### config.mk
export PLATFORM = sky130hd
export DESIGN_NAME = hmv_acs
export DESIGN_NICKNAME = d
export VERILOG_FILES = /design/src/rtl/hmv_pkg.sv /design/src/rtl/hmv_acs.sv
export SDC_FILE = /design/constraint.sdc
export NUM_CORES = 1
export LEC_CHECK = 0
export ABC_AREA = 1
export BUFFER_PORTS_ARGS = -buffer_cell sky130_fd_sc_hd__buf_2
export CAP_MARGIN = 25
export CELL_PAD_IN_SITES_DETAIL_PLACEMENT = 0
export CELL_PAD_IN_SITES_GLOBAL_PLACEMENT = 2
export CORE_MARGIN = 1
export CORE_UTILIZATION = 28
export DETAILED_ROUTE_END_ITERATION = 10
export MAX_ROUTING_LAYER = met4
export PLACE_DENSITY_LB_ADDON = 0.08
export RECOVER_POWER = 50
export SYNTH_ARGS = -nofsm -noshare
export SYNTH_HDL_FRONTEND = slang
export SYNTH_SLANG_ARGS = --single-unit
### constraint.sdc
create_clock -name clk -period 7.4 [get_ports clk]
set_clock_uncertainty 0.05 [all_clocks]
set_input_delay 1.48 -clock clk [delete_from_list [all_inputs] [get_ports clk]]
set_output_delay 1.48 -clock clk [all_outputs]
set_load 0.01 [all_outputs]
### src/rtl/hmv_pkg.sv
// Shared types, codes and score arithmetic for the second-order Viterbi decoder.
`default_nettype none
package hmv_pkg;

  typedef logic signed [15:0] val_t;
  typedef logic signed [23:0] score_t;

  // Item kinds on the input channel
  localparam logic [1:0] KIND_TRANS = 2'd0;
  localparam logic [1:0] KIND_PRIOR = 2'd1;
  localparam logic [1:0] KIND_EMIT  = 2'd2;
  localparam logic [1:0] KIND_SYM   = 2'd3;

  // Status codes on the result channel
  localparam logic [1:0] STATUS_OK    = 2'd0;
  localparam logic [1:0] STATUS_TRUNC = 2'd1;
  localparam logic [1:0] STATUS_SHORT = 2'd2;

  localparam val_t   VAL_ZERO   = 16'sh8000;
  localparam score_t SCORE_ZERO = 24'sh800000;
  localparam score_t SCORE_MIN  = 24'sh800001;
  localparam score_t SCORE_MAX  = 24'sh7fffff;

  typedef enum logic [3:0] {
    ST_IDLE,
    ST_INIT_A,
    ST_INIT_B,
    ST_INIT_C,
    ST_INIT_D,
    ST_ADV_RD,
    ST_ADV_DRAIN,
    ST_ADV_WR,
    ST_POST,
    ST_SRCH_RD,
    ST_SRCH_DRAIN,
    ST_BT_TOP,
    ST_BT_RD,
    ST_BT_WAIT,
    ST_OUT_RD,
    ST_OUT_SHOW
  } state_t;

  // Control of the shared add-compare-select unit
  typedef struct packed {
    logic en;     // update the accumulator
    logic load;   // take the sum unconditionally
    logic first;  // first candidate of a compare run
  } acs_ctl_t;

  // Table value to score; log of zero maps to the score zero code
  function automatic score_t lg(val_t v);
    score_t r;
    if (v == VAL_ZERO) r = SCORE_ZERO;
    else               r = 24'(v);
    return r;
  endfunction

  // Saturating score add; log of zero absorbs
  function automatic score_t sadd(score_t a, score_t b);
    logic signed [24:0] s;
    score_t r;
    s = {a[23], a} + {b[23], b};
    if (a == SCORE_ZERO || b == SCORE_ZERO) r = SCORE_ZERO;
    else if (s > 25'sd8388607)              r = SCORE_MAX;
    else if (s < -25'sd8388607)             r = SCORE_MIN;
    else                                    r = s[23:0];
    return r;
  endfunction

endpackage
`default_nettype wire

### src/rtl/hmv_acs.sv
// Shared saturating add / compare / select unit with best-score accumulator.
`default_nettype none
module hmv_acs #(
  parameter int IDX_W = 6
) (
  input  wire                   clk,
  input  wire hmv_pkg::acs_ctl_t ctl,
  input  wire hmv_pkg::score_t  op_a,
  input  wire hmv_pkg::score_t  op_b,
  input  wire logic [IDX_W-1:0] idx,
  output hmv_pkg::score_t       sum,
  output hmv_pkg::score_t       best_r,
  output logic [IDX_W-1:0]      bi_r
);
  import hmv_pkg::*;

  assign sum = sadd(op_a, op_b);

  // Strict compare: ties keep the lower index
  always_ff @(posedge clk) begin
    if (ctl.en) begin
      if (ctl.load) begin
        best_r <= sum;
      end else if (ctl.first || sum > best_r) begin
        best_r <= sum;
        bi_r   <= idx;
      end
    end
  end

endmodule
`default_nettype wire

==> flow_summary_export.csv <==
group,metric,value,unit
setup_path,cpMostUsedCell,"nand2_1",
timing,rsz0062_at_grt,"false",
pwr,p_clk_share,19.0,%
floorplan,coreArea,13500,um2
synth,synth_edf_count,30,
pwr,combinationalPowerShare,55.7,%
cells_and_area,nets,842,
synth,yosysSeqAreaShare,22.9,%
place,place_ws,667,ps
route,drt-total-wl,12500,um
setup_path,slowest_stage,"nand2_1",
timing,relSlewSlack,54.2,%
timing,tightestPinTransition,685,ps
route,drt-pass1-iter-count,4,
pwr,leakagePower,2.65,nW
pwr,p_per_area,211,nW/um2
synth,synth.area.top_cells,"edfxtp_1 (23%), nand2_1 (21%), ha_1 (15%)",
pwr,switching_share,44.4,%
synth,synth_largest_area_cell,"edfxtp_1",
cells_and_area,syn2layout_area_growth,20.5,%
setup_path,cp-end-kind,"flop",
route,drc,0,
setup_path,cpPeakStageDelay,520,ps
clock_tree,cts_root_buffer,"clkbuf_16",
synth,synth_top_area_share,22.9,%
hold_path,hold_path.class,"reg2reg",
floorplan,num_rows,42,
floorplan,dieArea,14500,um2
place,place_congestion,0.860,
flow_run,max_cap_viol_count,0,
timing,finalSetupTns,0,ps
pwr,p_seq_share,25.3,%
route,final_antenna_net_count,0,
setup_path,crit_type,"in2reg",
global_routing,grt_overflow,0,
cells_and_area,final_util,35.2,%
clock_tree,numCtsBuffers,5,
timing,period_share,89.5,%
cells_and_area,finish.instance_area,4740,um2
timing,setup_viol,0,
synth,yosys.cell_count.top_type,"nand2_1",
synth,synth_area,3930,um2
route,via_count,4101,
clock_tree,clk_pin_slew,50,ps
global_routing,grt_pass1_wl,20200,um
clock_tree,cts_tree,"yes",
pwr,power.total,1.00,mW
setup_path,crit_fanout,23,
route,routedWlPerCell,13.7,um
synth,synth_top_flop_cell,"edfxtp_1",
timing,hold_violations,0,
setup_path,start_kind,"primary input",
synth,syn_avg_cell_area,6.31,um2
clock_tree,ctsHoldBuffers,0,
setup_path,cp_data_arrival_time,6530,ps
synth,ys_seq_elements,30,
cells_and_area,num_antenna_cells,0,
run_status,outcome,"completed",
synth,synth_fp_nets,730,
pwr,switchingPower,0.445,mW
pwr,vdd_ir_drop_max,0.0893,mV
clock_tree,cts_setup_buffers,0,
synth,synthCells,623,
place,port_buffers,111,
floorplan,pin_count,112,
clock_tree,clock_path_buffers,2,
global_routing,grt_max_degree,24,
floorplan,fp.dieH,121,um
timing,fmax,0.151,GHz
timing,worst_slack,778,ps
route,via_per_inst,4.50,
synth,synthArstFlopShare,0,%
synth,yosysWarnings,0,
global_routing,grt_pass1_vias,4036,
floorplan,die_w,121,um
clock_tree,clkSinkCount,30,
route,drtIter0Drc,232,
synth,synth_cell_type_count,38,
pwr,internal_power,0.556,mW
timing,drv_slew,0,
clock_tree,h-tree-depth,2,
place,place_area,4660,um2
place,dpl.hpwl,11100,um
floorplan,start_util,29.2,%
synth,synth_commonest_cells,"nand2_1 (215), inv_1 (130), ha_1 (48)",
timing,fin_crit,6620,ps
setup_path,required,7310,ps
global_routing,grtUsageTotal,18.3,%
clock_tree,clk_latency,280,ps
cells_and_area,drive_gt1_share,14.8,%
global_routing,antenna_found_initial,0,
clock_tree,post_cts_resized,0,
routing by layer:
metal	share of wire (%)	global-route usage, %	routed length (um)	vias up
li1	-	-	-	2190
met1	47	23.7	5900	1814
met2	47	30.8	5850	87
met3	4.1	1.37	510	10
met4	1.6	4.63	197	0
met5	0	-	0	-
state kept, by name, indices dropped and copies added, names as in the netlist:
signal	flops
best_r	24
bi_r	6
worst max-delay path, delay by kind of cell:
kind | cells | cell delay (ps)
XOR/XNOR | 1 | 400
adder cells (fa/ha/maj) | 3 | 920
buffers and inverters | 6 | 780
AO/OA/AOI/OAI | 4 | 880
AND/OR/NAND/NOR | 18 | 2050
power by group through the flow:
stage | Clock [mW] | Combinational [mW] | Sequential (mW)
global route | 0.200 | 0.635 | 0.257
CTS | 0.193 | 0.575 | 0.252
global placement | 0 | 0.570 | 0.255
detailed placement | 0 | 0.573 | 0.255
floorplan | 0 | 0.357 | 0.271
finish | 0.191 | 0.558 | 0.253
logic make-up after synthesis:
family | count (synthesis) | share of synthesized area (%)
AND/OR/NAND/NOR | 340 | 37.8
buffers and inverters | 142 | 14.3
AO/OA/AOI/OAI | 58 | 8.11
adder cells (fa/ha/maj) | 49 | 15.8
flip-flops | 30 | 22.9
XOR/XNOR | 4 | 1.08
metrics by stage:
stage | cells | hold WS [ps]
detailed placement | 904 | 1040
finish | 912 | 1050
floorplan | 623 | 940
global route | 912 | 1120
CTS | 912 | 1050
global placement | 904 | 1030
cells in the final DEF (no fill, tap or decap), types with 5 or more instances in the layout:
cell       instances
clkbuf_16          5
nand2_2            6
inv_1            130
ha_1              48
nand3_1           27
nor4_1            11
nor2_1            40
clkbuf_1          31
buf_2             81
nand3b_1          12
nand2_1          216
inv_2              5
edfxtp_1          30
nand4_1           11
a21oi_1           45
o21ai_0            5
layout make-up:
type	instances	area [um2]
inverter	135	507
timing repair buffer	112	526
sequential	30	901
tap	176	220
clock buffer	6	129
clock inverter	2	8.76
multi-input combinational	451	2450
fill	1598	8720
final timing paths:
path | endpoint | depth (start not counted) | startpoint | slack, ps
hold reg to reg | bi_r[0] | 4 | best_r[0] | 1050
setup reg to reg | best_r[9] | 16 | best_r[23] | 4580
setup / recovery | best_r[9] | 32 | op_a[0] | 780
hold / removal | bi_r[0] | 4 | best_r[0] | 1050
No activity file was read; power rests on OpenSTA's default activity.
